## config.mk

```make
export PLATFORM = sky130hd
export DESIGN_NAME = qte_cordic
export DESIGN_NICKNAME = d
export VERILOG_FILES = /design/src/hdl/qte_pkg.sv /design/src/hdl/qte_cordic.sv
export SDC_FILE = /design/constraint.sdc
export NUM_CORES = 2
export LEC_CHECK = 0
export BUFFER_PORTS_ARGS = -buffer_cell sky130_fd_sc_hd__buf_2
export CORE_UTILIZATION = 45
export CTS_CLUSTER_SIZE = 28
export DETAILED_ROUTE_END_ITERATION = 10
export GPL_ROUTABILITY_DRIVEN = 0
export GPL_TIMING_DRIVEN = 0
export PLACE_DENSITY_LB_ADDON = 0.3
export SETUP_SLACK_MARGIN = 0.2
export SYNTH_ARGS = -nofsm -noshare
export SYNTH_HDL_FRONTEND = slang
export SYNTH_SLANG_ARGS = --single-unit
```

## constraint.sdc

```tcl
create_clock -name clock -period 7.1 [get_ports clock]
set_clock_uncertainty 0.2 [all_clocks]
set_input_delay 0.71 -clock clock [delete_from_list [all_inputs] [get_ports clock]]
set_output_delay 0.71 -clock clock [all_outputs]
set_load 0.01 [all_outputs]
```

## src/hdl/qte_pkg.sv

```systemverilog
// Shared widths, limits and the arctangent table for the quaternion to Euler block.
// No dependencies; every other file of the block refers to this package.
package qte_pkg;

   // component after load: signed Q1.24
   localparam int QW = 25;
   localparam int FRAC = 24;
   // exact products and doubled sums at 48 fraction bits
   localparam int PW = 2 * QW;
   localparam int SW = PW + 2;
   // terms at 30 fraction bits
   localparam int TW = 34;
   localparam int T2W = 32;
   localparam int TSHIFT = 18;
   // square root radicand, partial result and root
   localparam int RADW = 61;
   localparam int RESW = 62;
   localparam int ROOTW = 31;
   localparam int SQ_STEPS = 31;
   // CORDIC datapath and angle accumulator (24 fraction bits)
   localparam int CXW = 37;
   localparam int AW = 28;
   localparam int TAB_LEN = 24;
   // output angles, 13 fraction bits: roll and yaw Q3.13, pitch Q2.13
   localparam int ROLL_W = 16;
   localparam int PITCH_W = 15;
   localparam int ROLL_LIM = 25736;
   localparam int PITCH_LIM = 12868;

   localparam logic signed [AW-1:0] PI_Q24 = 28'sd52707179;
   localparam logic signed [SW-1:0] ONE_Q48 = 52'sd1 <<< 48;
   localparam logic signed [TW-1:0] ONE_Q30 = 34'sd1 <<< 30;
   localparam logic [RADW-1:0] ONE_Q60 = 61'd1 << 60;

   localparam logic signed [AW-1:0] ATAN_TAB [TAB_LEN] = '{
      28'sd13176795, 28'sd7778716, 28'sd4110060, 28'sd2086331,
      28'sd1047214, 28'sd524117, 28'sd262123, 28'sd131069,
      28'sd65536, 28'sd32768, 28'sd16384, 28'sd8192,
      28'sd4096, 28'sd2048, 28'sd1024, 28'sd512,
      28'sd256, 28'sd128, 28'sd64, 28'sd32,
      28'sd16, 28'sd8, 28'sd4, 28'sd2
   };

   // atan2 operands that travel alongside the square root
   typedef struct packed {
      logic signed [TW-1:0]  t0;
      logic signed [TW-1:0]  t1;
      logic signed [T2W-1:0] t2;
      logic signed [TW-1:0]  t3;
      logic signed [TW-1:0]  t4;
   } terms_type;

endpackage

```

## src/hdl/qte_cordic.sv

```systemverilog
// Vectoring CORDIC atan2, one micro-rotation per stage, then round and saturate to 13 fraction bits (Q3.13 by default).
// Depends on qte_pkg for the datapath widths and the arctangent table.
module qte_cordic #(
   parameter int ITERATIONS = 16,
   parameter int LIM = 25736,
   parameter int OW = 16
) (
   input  logic                              clock,
   input  logic                              en,
   input  logic signed [qte_pkg::CXW-1:0]    y_in,
   input  logic signed [qte_pkg::CXW-1:0]    x_in,
   output logic signed [OW-1:0]              angle
);
   import qte_pkg::*;

   localparam int NE = (ITERATIONS > TAB_LEN) ? TAB_LEN : ITERATIONS;
   localparam int RW = AW - 10;

   logic signed [CXW-1:0] x_ff [NE+1];
   logic signed [CXW-1:0] y_ff [NE+1];
   logic signed [AW-1:0]  z_ff [NE+1];
   logic                  zero_ff [NE+1];

   // pre-rotate by pi when the vector points left; flag the null vector
   always_ff @(posedge clock) begin
      if (en) begin
         zero_ff[0] <= (x_in == '0) && (y_in == '0);
         if (x_in < 0) begin
            x_ff[0] <= -x_in;
            y_ff[0] <= -y_in;
            z_ff[0] <= (y_in >= 0) ? PI_Q24 : -PI_Q24;
         end else begin
            x_ff[0] <= x_in;
            y_ff[0] <= y_in;
            z_ff[0] <= '0;
         end
      end
   end

   // micro-rotations toward the x axis
   genvar i;
   generate
      for (i = 0; i < NE; i++) begin : g_rot
         logic signed [CXW-1:0] xs, ys;
         assign xs = x_ff[i] >>> i;
         assign ys = y_ff[i] >>> i;
         always_ff @(posedge clock) begin
            if (en) begin
               zero_ff[i+1] <= zero_ff[i];
               if (y_ff[i] >= 0) begin
                  x_ff[i+1] <= x_ff[i] + ys;
                  y_ff[i+1] <= y_ff[i] - xs;
                  z_ff[i+1] <= z_ff[i] + ATAN_TAB[i];
               end else begin
                  x_ff[i+1] <= x_ff[i] - ys;
                  y_ff[i+1] <= y_ff[i] + xs;
                  z_ff[i+1] <= z_ff[i] - ATAN_TAB[i];
               end
            end
         end
      end
   endgenerate

   // round half up to 13 fraction bits and saturate
   localparam logic signed [AW:0]   RND  = (AW+1)'(1024);
   localparam logic signed [RW-1:0] LIMV = RW'(LIM);
   logic signed [AW:0]   rsum;
   logic signed [RW-1:0] rq;
   logic signed [OW-1:0] ang_ff;
   assign rsum = (AW+1)'(z_ff[NE]) + RND;
   assign rq   = RW'(rsum >>> 11);

   always_ff @(posedge clock) begin
      if (en) begin
         if (zero_ff[NE]) begin
            ang_ff <= '0;
         end else if (rq > LIMV) begin
            ang_ff <= OW'(LIMV);
         end else if (rq < -LIMV) begin
            ang_ff <= OW'(-LIMV);
         end else begin
            ang_ff <= OW'(rq);
         end
      end
   end

   assign angle = ang_ff;

endmodule

```

======== Word level (Yosys, flattened, before mapping) ========
Memories as Yosys holds them, arrays and structs flattened.
Index checks and enable logic that the tools add are counted.
word-level totals
  word-level logic and storage cells ...... 339
  input bits .............................. 76
  output and inout bits ................... 16
  memories kept ........................... 4
  memory bits (writable) .................. 1751
  flip-flop bits (word level) ............. 16
memories
  memory   words  bits a word  rd ports  clocked after memory_dff  wr ports  line              text
  x_ff     17     37           16        0                         17        qte_cordic.sv:19  logic signed [CXW-1:0] x_ff [NE+1];
  y_ff     17     37           16        0                         17        qte_cordic.sv:20  logic signed [CXW-1:0] y_ff [NE+1];
  z_ff     17     28           17        0                         17        qte_cordic.sv:21  logic signed [AW-1:0] z_ff [NE+1];
  zero_ff  17     1            17        0                         17        qte_cordic.sv:22  logic zero_ff [NE+1];
cells by class
  order comparisons ....................... 20
  muxes and demuxes ....................... 158
  reduce and logical (&&, ||, !) cells .... 5
  bitwise operators ....................... 51
  add/sub/neg operators ................... 98
operators by type and width
  operator               count
  $mux W37               34
  $ge A37 B1 Y1 const B  17
  $mux W28               18
  $mux W1                104
  $add A37 B22 Y37       2
  $add A37 B23 Y37       2
  $add A37 B24 Y37       2
  $add A37 B25 Y37       2
  $add A37 B26 Y37       2
  $add A37 B27 Y37       2
  $add A37 B28 Y37       2
  $add A37 B29 Y37       2
  $add A37 B30 Y37       2
  $add A37 B31 Y37       2
  $add A37 B32 Y37       2
  $add A37 B33 Y37       2
  $add A37 B34 Y37       2
  $add A37 B35 Y37       2
  $add A37 B36 Y37       2
  $logic_not A37 Y1      2
  $neg A37 Y37           2
  $sub A37 B22 Y37       2
  $sub A37 B23 Y37       2
  $sub A37 B24 Y37       2
  54 further kinds       119

======== Longest topological paths before layout ========
  depth after elaboration ................. 5
  depth in mapped cells ................... 23
  mapped depth without buffers ............ 23

======== Worst setup path after synthesis ========
No wires, ideal clock.
  path kind ............................... input-to-reg
  start point ............................. in en
  end point ............................... mem y_ff[13][35] (data pin)
  arrival ................................. 5117 ps
  library setup time ...................... 258 ps
  cell stages on the path ................. 19
  setup slack ............................. 1525 ps
  path buffers ............................ 4
  data required time ...................... 6642 ps
  cells stage by stage .................... clkbuf_1 > clkbuf_1 > clkbuf_1 > nand2_1 > clkinv_1 > clkbuf_1 > nor2_1 > xor2_1 > ha_1 > a21oi_1 > o21ai_0 > or4b_2 > a21oi_1 > a41o_1 > a21oi_1 > o31ai_1 > a221o_1 > a21oi_1 > xnor2_1
RTL lines
  element          line              text
  start, declared  qte_cordic.sv:9   input logic en,
  end, declared    qte_cordic.sv:20

==> load_flow_metrics.sql <==
INSERT INTO impl_metrics (metric_group, metric, value, unit) VALUES
('outcome', 'status', 'completed', ''),
('logic_synthesis', 'yosys.area.top_type', 'sky130_fd_sc_hd__edfxtp_1', ''),
('sta', 'final_report_max_slew_violation_count', '0', ''),
('logic_synthesis', 'seq_area_frac_synth', '34.8', '%'),
('setup_path', 'crit_path_max_fanout', '35', ''),
('job', 'drv.max_cap_violation_count', '0', ''),
('logic_synthesis', 'synth_top_cell_area_share', '34.8', '%'),
('placed_design', 'buffer_ports.inserted', '91', ''),
('logic_synthesis', 'postSynthAreaPerCell', '9.45', 'um2'),
('floorplan', 'floorplan.rows', '196', ''),
('logic_synthesis', 'ys_seq_elements', '1498', ''),
('logic_synthesis', 'ys.warnings.count', '0', ''),
('setup_path', 'cp_data_arrival_time', '7.21', 'ns'),
('layout', 'most-common-layout-cells', '1498 x sky130_fd_sc_hd__edfxtp_1, 1404 x sky130_fd_sc_hd__a21oi_1, 1403 x sky130_fd_sc_hd__ha_1, 1276 x sky130_fd_sc_hd__xnor2_1, 1020 x sky130_fd_sc_hd__nor2_1', ''),
('cts', 'cts_buffers', '177', ''),
('sta', 'slew-limit-headroom', '2.28', '%'),
('routing', 'route.layer.met1.wl', '151000', 'um'),
('logic_synthesis', 'synth-edff-count', '1498', ''),
('global_routing', 'grt_overflow', '0', ''),
('global_routing', 'grt_pass1_wl', '537000', 'um'),
('sta', 'layout_min_cycle_time', '6.85', 'ns'),
('logic_synthesis', 'synth_xor_xnor_area_share', '13.5', '%'),
('logic_synthesis', 'synth.distinct_cells', '97', ''),
('routing', 'post_detailed_route_count_of_antenna_violating_nets', '0', ''),
('setup_path', 'startpoint_types', 'primary input', ''),
('sta', 'period_utilisation_layout', '96.4', '%'),
('setup_path', 'crit-reg2reg-capture', 'y_ff[9][36]$_DFFE_PP_', ''),
('sta', 'max_clock_freq', '0.146', 'GHz'),
('global_routing', 'grt_start_max_net_pins', '72', ''),
('global_routing', 'globalRouteTotalUtil', '23.3', '%'),
('routing', 'dr_wl_met2', '161000', 'um'),
('setup_path', 'r2r_slack', '0.91', 'ns'),
('cts', 'clock_path_buffers', '4', ''),
('layout', 'instances_no_fill', '17907', ''),
('routing', 'routed-wl-met3', '23000', 'um'),
('sta', 'hold_viol', '0', ''),
('cts', 'cts_num_sinks', '1498', ''),
('layout', 'ratio_of_cells_with_drive_above_1_in_the_final_layout', '4.19', '%'),
('worst_hold_path', 'worst_hold_path_type', 'in2reg', ''),
('sta', 'rsz_0062_raised_after_global_routing', 'true', ''),
('setup_path', 'required', '7.46', 'ns'),
('setup_path', 'r2r_start', 'y_ff[8][36]$_DFFE_PP_', ''),
('layout', 'layout.cells.most_common', 'sky130_fd_sc_hd__edfxtp_1', ''),
('cts', 'worst_setup_hold_path_clk_slew', '0.06', 'ns'),
('routing', 'drcViolationCount', '0', ''),
('logic_synthesis', 'postSynth.topFlopCell', 'sky130_fd_sc_hd__edfxtp_1', ''),
('worst_hold_path', 'hold_path_end', 'y_ff[0][1]$_DFFE_PP_', ''),
('routing', 'firstDrtPassIters', '6', ''),
('logic_synthesis', 'post_synth_mux_area_share', '0.536', '%'),
('setup_path', 'endpoint_kind', 'flip-flop', ''),
('logic_synthesis', 'synth_compound_gate_area_share', '20.8', '%'),
('logic_synthesis', 'postSynthCellCount', '13666', ''),
('logic_synthesis', 'synth_fa_ha_area_share', '14.3', '%'),
('routing', 'drt-vias-per-instance', '5.83', ''),
('logic_synthesis', 'post_synth_and_or_nand_nor_area_fraction', '13.4', '%'),
('floorplan', 'start_util', '45.3', '%'),
('setup_path', 'r2r.worst_path.cells', '16', ''),
('floorplan', 'floorplan.die_area', '289000', 'um2'),
('routing', 'top_signal_layer_used', 'met5', ''),
('placed_design', 'placed_instances', '17537', ''),
('floorplan', 'boundaryPins', '92', ''),
('worst_hold_path', 'hold-path-cell-count', '3', ''),
('cts', 'worst_skew_pair.late_latency', '0.86', 'ns'),
('layout', 'flow.area_growth_from_synthesis', '9.40', '%'),
('global_routing', 'antenna_found_initial', '2', ''),
('sta', 'worst_pin_slew', '1.47', 'ns'),
('routing', 'detail_route.wl_per_cell', '19.5', 'um'),
('logic_synthesis', 'synth_async_sr_flop_share', '0', '%'),
('global_routing', 'grt_pass1_vias', '96357', ''),
('routing', 'drt-total-wl', '349000', 'um'),
('cts', 'root_buffer_selected_by_cts', 'sky130_fd_sc_hd__clkbuf_16', '');
-- cells by family (layout without fill, tap and decap cells) --
family | Yosys count | in the layout
AO/OA/AOI/OAI | 4236 | 4236
AND/OR/NAND/NOR | 3526 | 3526
XOR/XNOR | 1996 | 1996
flip-flops | 1498 | 1498
adder cells (fa/ha/maj) | 1446 | 1446
buffers and inverters | 897 | 1374
multiplexers | 67 | 67
other | 0 | 2
-- worst max-delay path, cell delays in order --
cell	delay (ns)
sky130_fd_sc_hd__buf_6	0.35
sky130_fd_sc_hd__clkbuf_8	0.40
sky130_fd_sc_hd__clkbuf_4	0.43
sky130_fd_sc_hd__nand2_2	0.37
sky130_fd_sc_hd__inv_1	0.19
sky130_fd_sc_hd__clkbuf_1	0.51
sky130_fd_sc_hd__clkbuf_4	0.55
sky130_fd_sc_hd__nor2_1	0.11
sky130_fd_sc_hd__xnor2_1	0.24
sky130_fd_sc_hd__ha_1	0.31
sky130_fd_sc_hd__nor2b_1	0.15
sky130_fd_sc_hd__o21ai_1	0.15
sky130_fd_sc_hd__a21boi_1	0.12
sky130_fd_sc_hd__o31a_1	0.29
sky130_fd_sc_hd__o21a_1	0.22
sky130_fd_sc_hd__o41ai_1	0.72
sky130_fd_sc_hd__a31oi_1	0.35
sky130_fd_sc_hd__a31o_2	0.33
sky130_fd_sc_hd__or3_1	0.31
sky130_fd_sc_hd__a21oi_1	0.18
sky130_fd_sc_hd__xnor2_1	0.08
-- synthesized netlist by cell type (26+ instances only) --
master                      number
sky130_fd_sc_hd__and2_1         65
sky130_fd_sc_hd__nand2_1       791
sky130_fd_sc_hd__a211o_1        33
sky130_fd_sc_hd__nor3_1        321
sky130_fd_sc_hd__ha_1         1403
sky130_fd_sc_hd__a31oi_1       132
sky130_fd_sc_hd__o21ai_0       829
sky130_fd_sc_hd__or3_1         108
sky130_fd_sc_hd__mux2i_1        50
sky130_fd_sc_hd__and4_1         26
sky130_fd_sc_hd__nor2_1       1020
sky130_fd_sc_hd__o41ai_1       118
sky130_fd_sc_hd__nor2b_1       190
sky130_fd_sc_hd__clkbuf_1      250
sky130_fd_sc_hd__nand3b_1       40
sky130_fd_sc_hd__o21bai_1      176
sky130_fd_sc_hd__or2_2          50
sky130_fd_sc_hd__and3_1        118
sky130_fd_sc_hd__nand4_1       118
sky130_fd_sc_hd__o211ai_1       58
sky130_fd_sc_hd__xor2_1        720
sky130_fd_sc_hd__edfxtp_1     1498
sky130_fd_sc_hd__nand2b_1      210
sky130_fd_sc_hd__a311oi_1       27
sky130_fd_sc_hd__a21oi_1      1404
sky130_fd_sc_hd__a21o_1        645
sky130_fd_sc_hd__o31a_1         31
sky130_fd_sc_hd__a2111oi_0      26
sky130_fd_sc_hd__nand3_1       224
sky130_fd_sc_hd__a21boi_0       36
sky130_fd_sc_hd__o31ai_1       197
sky130_fd_sc_hd__fa_1           43
sky130_fd_sc_hd__a31o_2         29
sky130_fd_sc_hd__nor4_1        107
sky130_fd_sc_hd__xnor2_1      1276
sky130_fd_sc_hd__inv_1         601
sky130_fd_sc_hd__o21a_1        175
sky130_fd_sc_hd__a211oi_1       92
sky130_fd_sc_hd__or4_1          63
-- through the flow --
stage	worst slack (ns)	area (um2)
3_3_place_gp	-5.01	134000
5_1_grt	0.0478	141000
2_1_floorplan	1.53	129000
6_report	0.255	141000
3_5_place_dp	-2.91	135000
4_1_cts	0.169	141000
-- worst max path at each step --
stage          startpoint                endpoint  slack, ns  cells after the start
2_1_floorplan          en  y_ff[13][35]$_DFFE_PP_       1.53                     19
3_3_place_gp           en  y_ff[13][36]$_DFFE_PP_      -5.01                     21
3_5_place_dp           en  y_ff[13][36]$_DFFE_PP_      -2.91                     21
4_1_cts                en  y_ff[11][36]$_DFFE_PP_       0.17                     21
5_1_grt                en   x_ff[3][36]$_DFFE_PP_       0.05                     21
6_report               en   x_ff[3][36]$_DFFE_PP_       0.25                     21
-- final cells by class --
class / instances / area, um2
fillers: 26484 / 144000
multi-input cells: 11271 / 80800
flip-flops and latches: 1498 / 45000
well taps: 3762 / 4710
clock buffers: 202 / 4630
inverters: 614 / 2300
repair buffers: 176 / 1600
plain buffers: 283 / 1190
clock inverters: 99 / 1020
diodes: 2 / 5.00
-- what timing repair did --
action,CTS,global route
pin swaps,0,0
endpoints found under the setup margin,778,43
endpoints found under the hold margin,67,0
hold buffers,67,0
gates resized for setup,18,25
-- flip-flops by register name (all words and copies together) (netlist names) --
register / count
y_ff: 556
x_ff: 540
z_ff: 369
zero_ff: 17
angle: 16
-- layer usage --
| layer | track usage, % | up-vias |
|---|---|---|
| met5 | 0.493 | - |
| met4 | 8.68 | 4 |
| met3 | 3.49 | 624 |
| met2 | 38.6 | 3185 |
| met1 | 30.5 | 49116 |
| li1 | - | 51467 |
Power is not shown: default switching activity piles up to over one toggle a cycle in this logic, so the estimate is an artifact.
